### config.mk
export PLATFORM = sky130hd
export DESIGN_NAME = sha1_message_digest_core
export DESIGN_NICKNAME = d
export VERILOG_FILES = /design/src/sv/sha1md_pkg.sv /design/src/sv/sha1_message_digest_core.sv
export SDC_FILE = /design/constraint.sdc
export NUM_CORES = 2
export LEC_CHECK = 0
export BUFFER_PORTS_ARGS = -buffer_cell sky130_fd_sc_hd__buf_4
export CAP_MARGIN = 20
export CELL_PAD_IN_SITES_DETAIL_PLACEMENT = 1
export CELL_PAD_IN_SITES_GLOBAL_PLACEMENT = 1
export CORE_ASPECT_RATIO = 0.6
export CORE_MARGIN = 8
export CORE_UTILIZATION = 52
export CTS_CLUSTER_DIAMETER = 60
export DETAILED_ROUTE_END_ITERATION = 8
export GPL_TIMING_DRIVEN = 0
export PLACE_DENSITY_LB_ADDON = 0.05
export SETUP_SLACK_MARGIN = 0.15
export SLEW_MARGIN = 20
export SYNTH_ARGS = -nofsm -noshare
export SYNTH_HDL_FRONTEND = slang
export SYNTH_SLANG_ARGS = --single-unit
### constraint.sdc
create_clock -name clk_i -period 16.45 [get_ports clk_i]
set_input_delay 0 -clock clk_i [delete_from_list [all_inputs] [get_ports clk_i]]
set_output_delay 0 -clock clk_i [all_outputs]
set_load 0.01 [all_outputs]
### src/sv/sha1md_pkg.sv
package sha1md_pkg;

  typedef logic [31:0] word_t;

  typedef enum logic [2:0] {
    ST_IDLE,
    ST_ROUND,
    ST_UPDATE,
    ST_PAD,
    ST_EMIT
  } state_e;

  typedef enum logic [1:0] {
    P_MARK,
    P_ZERO,
    P_LEN
  } pad_phase_e;

  localparam int ChainWords = 5;
  localparam int BlockWords = 16;

  localparam word_t ChainInit [ChainWords] = '{
    32'h67452301, 32'hEFCDAB89, 32'h98BADCFE, 32'h10325476, 32'hC3D2E1F0
  };

  localparam logic [6:0] RoundLast    = 7'd79;
  localparam logic [2:0] WordLast     = 3'd4;
  localparam logic [5:0] FillLenStart = 6'd56;
  localparam logic [5:0] FillLast     = 6'd63;
  localparam logic [7:0] PadMark      = 8'h80;

  function automatic word_t sha1md_f(logic [6:0] rnd, word_t b, word_t c, word_t d);
    word_t f;
    priority if (rnd < 7'd20) begin
      f = (b & c) | (~b & d);
    end else if (rnd < 7'd40) begin
      f = b ^ c ^ d;
    end else if (rnd < 7'd60) begin
      f = (b & c) | (b & d) | (c & d);
    end else begin
      f = b ^ c ^ d;
    end
    return f;
  endfunction

  function automatic word_t sha1md_k(logic [6:0] rnd);
    word_t k;
    priority if (rnd < 7'd20) begin
      k = 32'h5A827999;
    end else if (rnd < 7'd40) begin
      k = 32'h6ED9EBA1;
    end else if (rnd < 7'd60) begin
      k = 32'h8F1BBCDC;
    end else begin
      k = 32'hCA62C1D6;
    end
    return k;
  endfunction

endpackage

### src/sv/sha1_message_digest_core.sv
// Channel  | Direction | Handshake              | Payload
// ---------+-----------+------------------------+-------------------------------------
// in       | sink      | in_valid_i / in_stall_o | data_byte_i, byte_valid_i, is_last_i
// out      | source    | out_valid_o / out_stall_i | digest_word_o, word_index_o, last_word_o
//
// A byte item is accepted while idle; the item that fills a 64-byte block adds a compression:
// 80 rounds through the single shared round adder, then a chain update state.
// A last item adds the padding bytes (up to 72), one per cycle, and one or two compressions,
// then the five digest words, one per cycle that out_stall_i stays low.
// Reset loads the initial chain and clears counters; no clearing pass is needed.
// in_stall_o is low only while idle; the digest words hold while out_stall_i is high.
module sha1_message_digest_core (
  input  logic        clk_i,
  input  logic        rst_ni,
  input  logic        in_valid_i,
  output logic        in_stall_o,
  input  logic [7:0]  data_byte_i,
  input  logic        byte_valid_i,
  input  logic        is_last_i,
  output logic        out_valid_o,
  input  logic        out_stall_i,
  output logic [31:0] digest_word_o,
  output logic [2:0]  word_index_o,
  output logic        last_word_o
);
  import sha1md_pkg::*;

  // Control state
  state_e      state_q, state_d;
  pad_phase_e  phase_q, phase_d;
  logic [5:0]  fill_q, fill_d;
  logic [60:0] total_q, total_d;
  logic [6:0]  rnd_q, rnd_d;
  logic [2:0]  idx_q, idx_d;
  logic        last_q, last_d;
  logic        len_done_q, len_done_d;

  // Chain and datapath
  word_t chain_q [ChainWords];
  word_t chain_d [ChainWords];
  word_t win_q [BlockWords];
  word_t win_d [BlockWords];
  logic [23:0] acc_q;
  word_t a_q, b_q, c_q, d_q, e_q;

  logic        in_acc, out_acc;
  logic        put_en, wrap;
  logic [7:0]  put_val;
  logic [5:0]  fill_inc;
  logic [63:0] len_bits;
  word_t       sched_x, sched_new, round_t;

  assign in_acc   = in_valid_i & ~in_stall_o;
  assign out_acc  = out_valid_o & ~out_stall_i;
  assign fill_inc = fill_q + 6'd1;
  assign len_bits = {total_q, 3'b000};
  assign wrap     = put_en && (fill_q == FillLast);

  // Pick the byte written into the block this cycle.
  always_comb begin
    put_en  = 1'b0;
    put_val = '0;
    unique case (state_q)
      ST_IDLE: begin
        put_en  = in_acc & byte_valid_i;
        put_val = data_byte_i;
      end
      ST_PAD: begin
        put_en = 1'b1;
        unique case (phase_q)
          P_MARK:  put_val = PadMark;
          P_ZERO:  put_val = '0;
          P_LEN:   put_val = len_bits[{~fill_q[2:0], 3'b000} +: 8];
          default: put_val = '0;
        endcase
      end
      default: begin
        put_en  = 1'b0;
        put_val = '0;
      end
    endcase
  end

  // Sequencer: next state and counters.
  always_comb begin
    state_d    = state_q;
    phase_d    = phase_q;
    fill_d     = put_en ? fill_inc : fill_q;
    total_d    = total_q;
    rnd_d      = rnd_q;
    idx_d      = idx_q;
    last_d     = last_q;
    len_done_d = len_done_q;
    in_stall_o  = 1'b1;
    out_valid_o = 1'b0;
    unique case (state_q)
      ST_IDLE: begin
        in_stall_o = 1'b0;
        if (in_acc) begin
          if (byte_valid_i) begin
            total_d = total_q + 61'd1;
          end
          last_d     = is_last_i;
          phase_d    = P_MARK;
          len_done_d = 1'b0;
          if (wrap) begin
            state_d = ST_ROUND;
            rnd_d   = '0;
          end else if (is_last_i) begin
            state_d = ST_PAD;
          end
        end
      end
      ST_ROUND: begin
        rnd_d = rnd_q + 7'd1;
        if (rnd_q == RoundLast) begin
          state_d = ST_UPDATE;
        end
      end
      ST_UPDATE: begin
        idx_d = '0;
        priority if (!last_q) begin
          state_d = ST_IDLE;
        end else if (len_done_q) begin
          state_d = ST_EMIT;
        end else begin
          state_d = ST_PAD;
        end
      end
      ST_PAD: begin
        // Advance through mark, zero fill and length bytes.
        if ((phase_q != P_LEN) && (fill_inc == FillLenStart)) begin
          phase_d = P_LEN;
        end else if (phase_q == P_MARK) begin
          phase_d = P_ZERO;
        end
        if (wrap) begin
          state_d    = ST_ROUND;
          rnd_d      = '0;
          len_done_d = (phase_q == P_LEN);
        end
      end
      ST_EMIT: begin
        out_valid_o = 1'b1;
        if (!out_stall_i) begin
          if (idx_q == WordLast) begin
            state_d = ST_IDLE;
            total_d = '0;
            fill_d  = '0;
            last_d  = 1'b0;
          end else begin
            idx_d = idx_q + 3'd1;
          end
        end
      end
      default: state_d = ST_IDLE;
    endcase
  end

  always_ff @(posedge clk_i or negedge rst_ni) begin
    if (!rst_ni) begin
      state_q    <= ST_IDLE;
      phase_q    <= P_MARK;
      fill_q     <= '0;
      total_q    <= '0;
      rnd_q      <= '0;
      idx_q      <= '0;
      last_q     <= 1'b0;
      len_done_q <= 1'b0;
    end else begin
      state_q    <= state_d;
      phase_q    <= phase_d;
      fill_q     <= fill_d;
      total_q    <= total_d;
      rnd_q      <= rnd_d;
      idx_q      <= idx_d;
      last_q     <= last_d;
      len_done_q <= len_done_d;
    end
  end

  // Shared round unit and message schedule on a 16-word window.
  assign sched_x   = win_q[13] ^ win_q[8] ^ win_q[2] ^ win_q[0];
  assign sched_new = {sched_x[30:0], sched_x[31]};
  assign round_t   = {a_q[26:0], a_q[31:27]} + sha1md_f(rnd_q, b_q, c_q, d_q)
                   + e_q + sha1md_k(rnd_q) + win_q[0];

  always_comb begin
    for (int i = 0; i < BlockWords; i++) begin
      win_d[i] = win_q[i];
    end
    if (put_en && (fill_q[1:0] == 2'd3)) begin
      for (int i = 0; i < BlockWords - 1; i++) begin
        win_d[i] = win_q[i+1];
      end
      win_d[BlockWords-1] = {acc_q, put_val};
    end else if (state_q == ST_ROUND) begin
      for (int i = 0; i < BlockWords - 1; i++) begin
        win_d[i] = win_q[i+1];
      end
      win_d[BlockWords-1] = sched_new;
    end
  end

  always_ff @(posedge clk_i) begin
    for (int i = 0; i < BlockWords; i++) begin
      win_q[i] <= win_d[i];
    end
    if (put_en) begin
      acc_q <= {acc_q[15:0], put_val};
    end
    if (wrap) begin
      // Load the working variables as the block completes.
      a_q <= chain_q[0];
      b_q <= chain_q[1];
      c_q <= chain_q[2];
      d_q <= chain_q[3];
      e_q <= chain_q[4];
    end else if (state_q == ST_ROUND) begin
      a_q <= round_t;
      b_q <= a_q;
      c_q <= {b_q[1:0], b_q[31:2]};
      d_q <= c_q;
      e_q <= d_q;
    end
  end

  // Chain: add the working variables after each block; reload after the last word.
  always_comb begin
    for (int i = 0; i < ChainWords; i++) begin
      chain_d[i] = chain_q[i];
    end
    if (state_q == ST_UPDATE) begin
      chain_d[0] = chain_q[0] + a_q;
      chain_d[1] = chain_q[1] + b_q;
      chain_d[2] = chain_q[2] + c_q;
      chain_d[3] = chain_q[3] + d_q;
      chain_d[4] = chain_q[4] + e_q;
    end else if (out_acc && (idx_q == WordLast)) begin
      for (int i = 0; i < ChainWords; i++) begin
        chain_d[i] = ChainInit[i];
      end
    end
  end

  always_ff @(posedge clk_i or negedge rst_ni) begin
    if (!rst_ni) begin
      for (int i = 0; i < ChainWords; i++) begin
        chain_q[i] <= ChainInit[i];
      end
    end else begin
      for (int i = 0; i < ChainWords; i++) begin
        chain_q[i] <= chain_d[i];
      end
    end
  end

  assign digest_word_o = chain_q[idx_q];
  assign word_index_o  = idx_q;
  assign last_word_o   = (idx_q == WordLast);

endmodule

# Word level (Yosys, flattened, before mapping)

Memories as Yosys holds them, arrays and structs flattened.
Index checks and enable logic that the tools add are counted.

Bits in registers: 428
Bits in writable memories: 512
Input bits: 14
Logic and storage cells: 160
Memories kept: 1

Add/subtract/negate cells: 13
$lt $le $gt $ge: 4
Equality and inequality tests: 20
Shift-type cells: 1
Muxes and demuxes: 64
Bitwise gates (word level): 19
Reductions and logical operators: 19

Memories:

| name  | words | width | rd ports | clocked after memory_dff | write ports | RTL line                       | RTL |
|---|---|---|---|---|---|---|---|
| win_q | 16    | 32    | 16       | 0                        | 16          | sha1_message_digest_core.sv:41 | `word_t win_q [BlockWords];` |

Operators with widths:

| kind                                                                 | number |
|---|---|
| 512-bit 2-to-1 mux                                                   | 2 |
| 32-bit 2-to-1 mux                                                    | 17 |
| 160-bit 2-to-1 mux                                                   | 2 |
| 32-bit adder                                                         | 9 |
| 61-bit 2-to-1 mux                                                    | 4 |
| 32-bit XOR                                                           | 5 |
| 32-bit AND                                                           | 4 |
| 61-bit one-hot mux with 2 select lines                               | 1 |
| 32-bit binary-select mux with 3-bit select                           | 1 |
| 32-bit bitwise OR                                                    | 3 |
| 64-bit by 7-bit variable part select with 8-bit output               | 1 |
| 61-bit by 1-bit adder with 61-bit output, second input constant      | 1 |
| 3-bit 2-to-1 mux                                                     | 11 |
| 32-bit NOT                                                           | 1 |
| 8-bit one-hot mux with 2 select lines                                | 2 |
| 31-bit 2-to-1 mux                                                    | 1 |
| 6-bit 2-to-1 mux                                                     | 4 |
| 7-bit one-hot mux with 3 select lines                                | 1 |
| 2-bit != test, second input constant                                 | 8 |
| 3-bit one-hot mux with 5 select lines                                | 1 |
| 7-bit by 6-bit < comparator with 1-bit output, second input constant | 2 |
| 7-bit 2-to-1 mux                                                     | 2 |
| 6-bit equality test, second input constant                           | 2 |
| 2-bit nonzero test                                                   | 5 |
| other kinds (29)                                                     | 50 |

# Longest topological paths before layout

Depth after elaboration: 12
Mapped depth: 24
Depth with buffers taken out: 23

# Least setup slack after synthesis

OpenSTA, ideal clock, no wires.

Path kind: reg2reg
From: reg state_q[2] (netlist name)
To: mem win_q[0][0] (netlist name) (enable)
Setup time: 971 ps
Arrival: 14265 ps
Required time: 15479 ps
Slack: 1215 ps
Cell stages (with the launch flop): 10
Buffers on the path: 2
Period minus slack after synthesis: 15235 ps
Path through: dfrtp_1 -> buf_4 -> nor3_2 -> inv_1 -> nor2_1 -> nor2_1 -> clkinv_1 -> and2_1 -> clkbuf_1 -> nand2b_1

RTL lines:

| element          | RTL line |
|---|---|
| end: declaration | sha1_message_digest_core.sv:41 |

# Final worst setup path

From: reg rnd_q[4]
To: reg a_q[28] (data pin)

Word-level cells in the longest chain between the ends: 10
Elaborated cells between the ends (all ways): 15
Classes of those cells: 4 x add/sub; 3 x order compare; 8 x mux

Ends and longest elaborated chain:

| element                                       | RTL line                           | RTL |
|---|---|---|
| start: declaration                            | sha1_message_digest_core.sv:33     | `logic [6:0] rnd_q, rnd_d;` |
| start signal: assignment                      | sha1_message_digest_core.sv:175    | `rnd_q <= rnd_d;` |
| 7-bit by 6-bit < comparator with 1-bit output | sha1md_pkg.sv:38, sha1md_pkg.sv:52 |  |
| 32-bit 2-to-1 mux                             | sha1md_pkg.sv:38                   | `end else if (rnd < 7'd60) begin` |
| 32-bit 2-to-1 mux                             | sha1md_pkg.sv:36                   | `end else if (rnd < 7'd40) begin` |
| 32-bit 2-to-1 mux                             | sha1md_pkg.sv:34                   | `priority if (rnd < 7'd20) begin` |
| 32-bit adder                                  | sha1_message_digest_core.sv:185    | `assign round_t = {a_q[26:0], a_q[31:27]} + sha1md_f(rnd_q, b_q, c_q, d_q)` |
| 32-bit adder                                  | sha1_message_digest_core.sv:186    | `+ e_q + sha1md_k(rnd_q) + win_q[0];` |
| 32-bit adder * (2 in a row)                   | sha1_message_digest_core.sv:186    |  |
| 32-bit 2-to-1 mux *                           | sha1_message_digest_core.sv:219    | `end else if (state_q == ST_ROUND) begin` |
| 32-bit 2-to-1 mux *                           | sha1_message_digest_core.sv:212    | `if (wrap) begin` |
| end signal: assignment                        | sha1_message_digest_core.sv:214    | `a_q <= chain_q[0];` |
| end signal: assignment                        | sha1_message_digest_core.sv:220    | `a_q <= round_t;` |
| end: declaration                              | sha1_message_digest_core.sv:44     | `word_t a_q, b_q, c_q, d_q, e_q;` |

Mark *: on every way between the ends. The rest lies on a longest branch, timed or not. The select of a mux whose other input is x is not followed.
A chain may end at the register's enable or synchronous reset.

==> results.sh <==
export IMPL_row_count=87
export IMPL_grt_pass1_vias=35600
export IMPL_die_height_um=253
export IMPL_wl_per_cell_um=29.9
export IMPL_crit_required_ns=17.03
export IMPL_fin_crit_ns=9.21
export IMPL_route_vias_total=35700
export IMPL_drc=0
export IMPL_synth_seq_cells=940
export IMPL_finalClockSkew_ns=0.0355
export IMPL_start_util=0.521
export IMPL_synthCells=4178
export IMPL_max_freq_ghz=0.109
export IMPL_period_share=0.560
export IMPL_htreeDepth=3
export IMPL_synth_largest_area_cell="edfxtp_1"
export IMPL_insertion_delay_ns=0.73
export IMPL_worst_pin_slew_ns=1.36
export IMPL_grt_max_degree=84
export IMPL_via_per_inst=6.29
export IMPL_track_usage=0.323
export IMPL_grt_pass1_wl_mm=246
export IMPL_grt_setup_unrepaired="false"
export IMPL_io_buffers=51
export IMPL_dpl_hpwl_mm=127
export IMPL_drive_gt1_frac=0.0913
export IMPL_slowest_delay_ns=0.75
export IMPL_path_class="register to register"
export IMPL_maxCapViolations=0
export IMPL_synthFlopType="edfxtp_1"
export IMPL_post_cts_buffers=0
export IMPL_crit_buf_inv=3
export IMPL_place_congestion=0.958
export IMPL_startpoint_type="register"
export IMPL_synth_cell_types=90
export IMPL_dr_pass1_iters=5
export IMPL_cts_resized=0
export IMPL_cts_sinks=940
export IMPL_avgSynthCellArea_um2=11.6
export IMPL_syn_num_nets=4516
export IMPL_io_pins=52
export IMPL_hp_class="input pin to register"
export IMPL_fin_nets=4695
export IMPL_cp_arrival_ns=9.79
export IMPL_numCtsBuffers=90
export IMPL_synthTopCellsByCount="edfxtp_1, nand2_1, o21ai_0"
export IMPL_synth_edf_count=696
export IMPL_drt_initial_drc_count=4495
export IMPL_die_area_um2=104000
export IMPL_routed_wl_mm=170
export IMPL_ys_seq_area_frac=0.557
export IMPL_final_antenna_net_count=0
export IMPL_yosysMostFrequentCell="edfxtp_1"
export IMPL_finalMaxSlewViolations=0
export IMPL_synth_top_area_frac=0.429
export IMPL_cts_tree="yes"
export IMPL_synthTopCellsByArea="edfxtp_1, dfrtp_1, fa_1"
export IMPL_crit_fanout=9
export IMPL_root_buffer="clkbuf_16"
export IMPL_cp_end_kind="register"
export IMPL_crit_chain="clkbuf_1 -> a41oi_1 -> nand2_1 -> nand2_1 -> clkinv_1 -> a221oi_1 -> fa_1 -> fa_1 -> fa_1 -> inv_1 -> ha_1 -> nand3_1 -> nor2_1 -> a21oi_1 -> a21oi_1 -> a311o_1 -> nand4_1 -> a31oi_1 -> a21oi_1 -> or4b_2 -> nand4_1"
export IMPL_crit_family="compound AO/OA/AOI/OAI gates"
export IMPL_coreArea_um2=93400
export IMPL_hold_violations=0
export IMPL_clkSlewWorstSetupHoldPaths_ns=0.07
export IMPL_antenna_found_initial=11
export IMPL_area_growth_pct=12.0
export IMPL_setup_viol=0
export IMPL_overflow=0
export IMPL_slowest_stage="a221oi_1"
export IMPL_status="completed"
export IMPL_async_flop_share=0.260
export IMPL_yosys_warnings=0
export IMPL_clock_path_buffers=3
export IMPL_fillers=9641
export IMPL_die_w_um=411
export IMPL_relSlewSlack=0.0961
export IMPL_whs_ns=0.170
export IMPL_synth_area_um2=48700
-- sequential cells by signal (all words and copies together), names as in the netlist, 7 cells and up --
register  flops
b_q          32
win_q       512
rnd_q         7
total_q      61
e_q          32
acc_q        24
chain_q     160
a_q          32
d_q          32
c_q          32
-- cell families after synthesis --
logic type,share of synthesized area
and+or+nand+nor,0.112
AOI/OAI and AO/OA,0.108
buffers and inverters,0.0339
DFF,0.557
muxes,0.0303
xor gates and xnor gates,0.0556
adders and majority gates,0.103
-- cell usage in the layout (no fill, tap or decap), types with 121 or more instances in the layout --
cell type,netlist,layout
a21oi_1,222,222
clkbuf_1,119,121
dfrtp_1,164,164
edfxtp_1,696,696
fa_1,125,125
ha_1,199,199
inv_1,291,291
nand2_1,636,635
nor2_1,221,219
o21ai_0,306,306
xnor2_1,189,189
-- per-stage QoR --
step | area [µm²] | setup TNS (ns) | instances | util | worst slack, ns
final | 54500 | 0 | 5682 | 0.584 | 7.24
after global routing | 54500 | 0 | 5681 | 0.584 | 7.02
after CTS | 54500 | 0 | 5680 | 0.583 | 7.49
after detailed placement | 51100 | 0 | 5493 | 0.547 | 7.57
after global placement | 50600 | -2157.36 | 5475 | 0.542 | -4.29
after floorplan | 48700 | 0 | 4178 | - | 1.21
-- routing by layer --
| metal | vias up | global-route usage | wire [µm] |
|---|---|---|---|
| met1 | 18500 | 0.504 | 78700 |
| met4 | 10 | 0.0873 | 4900 |
| met3 | 295 | 0.0896 | 18100 |
| met2 | 1668 | 0.438 | 68000 |
| li1 | 15200 | - | - |
| met5 | - | 0.0214 | 370 |
-- tightest hold or removal path, stage by stage --
cell	delay, ns
dlygate4sd3_1	0.52
buf_4	0.10
nand2_1	0.04
o21ai_0	0.10
-- timing repair --
action	4_1_cts	5_1_grt
setup endpoints to repair	0	0
hold buffers	17	0
hold endpoints to repair	117	0
-- layout make-up --
| cell class | instances | area [µm²] | share of cell area |
|---|---|---|---|
| antenna | 1 | 2.50 | 0.0000459 |
| buffer | 138 | 559 | 0.0103 |
| clock buffer | 115 | 2390 | 0.0438 |
| clock inverter | 55 | 797 | 0.0146 |
| inverter | 296 | 1120 | 0.0205 |
| multi-input combinational | 2804 | 19900 | 0.366 |
| sequential | 940 | 27100 | 0.497 |
| tap | 1246 | 1560 | 0.0286 |
| timing repair buffer | 87 | 1030 | 0.0190 |
-- final timing paths --
| check | cells after the start | end | from | slack, ns |
|---|---|---|---|---|
| max in group asynchronous | 5 | total_q[35] | rst_ni | 14.89 |
| worst min-delay path | 4 | acc_q[1] | data_byte_i[1] | 0.17 |
| worst min register to register | 0 | win_q[1][50] | win_q[1][82] | 0.41 |
| min in group asynchronous | 3 | chain_q[153] | rst_ni | 0.56 |
| worst max-delay path | 21 | a_q[28] | rnd_q[4] | 7.24 |
| worst max register to register | 21 | a_q[28] | rnd_q[4] | 7.24 |
Power is left out: the tool's default activity adds up to more than one toggle a clock period on the data nets, which glitch-free logic cannot reach.
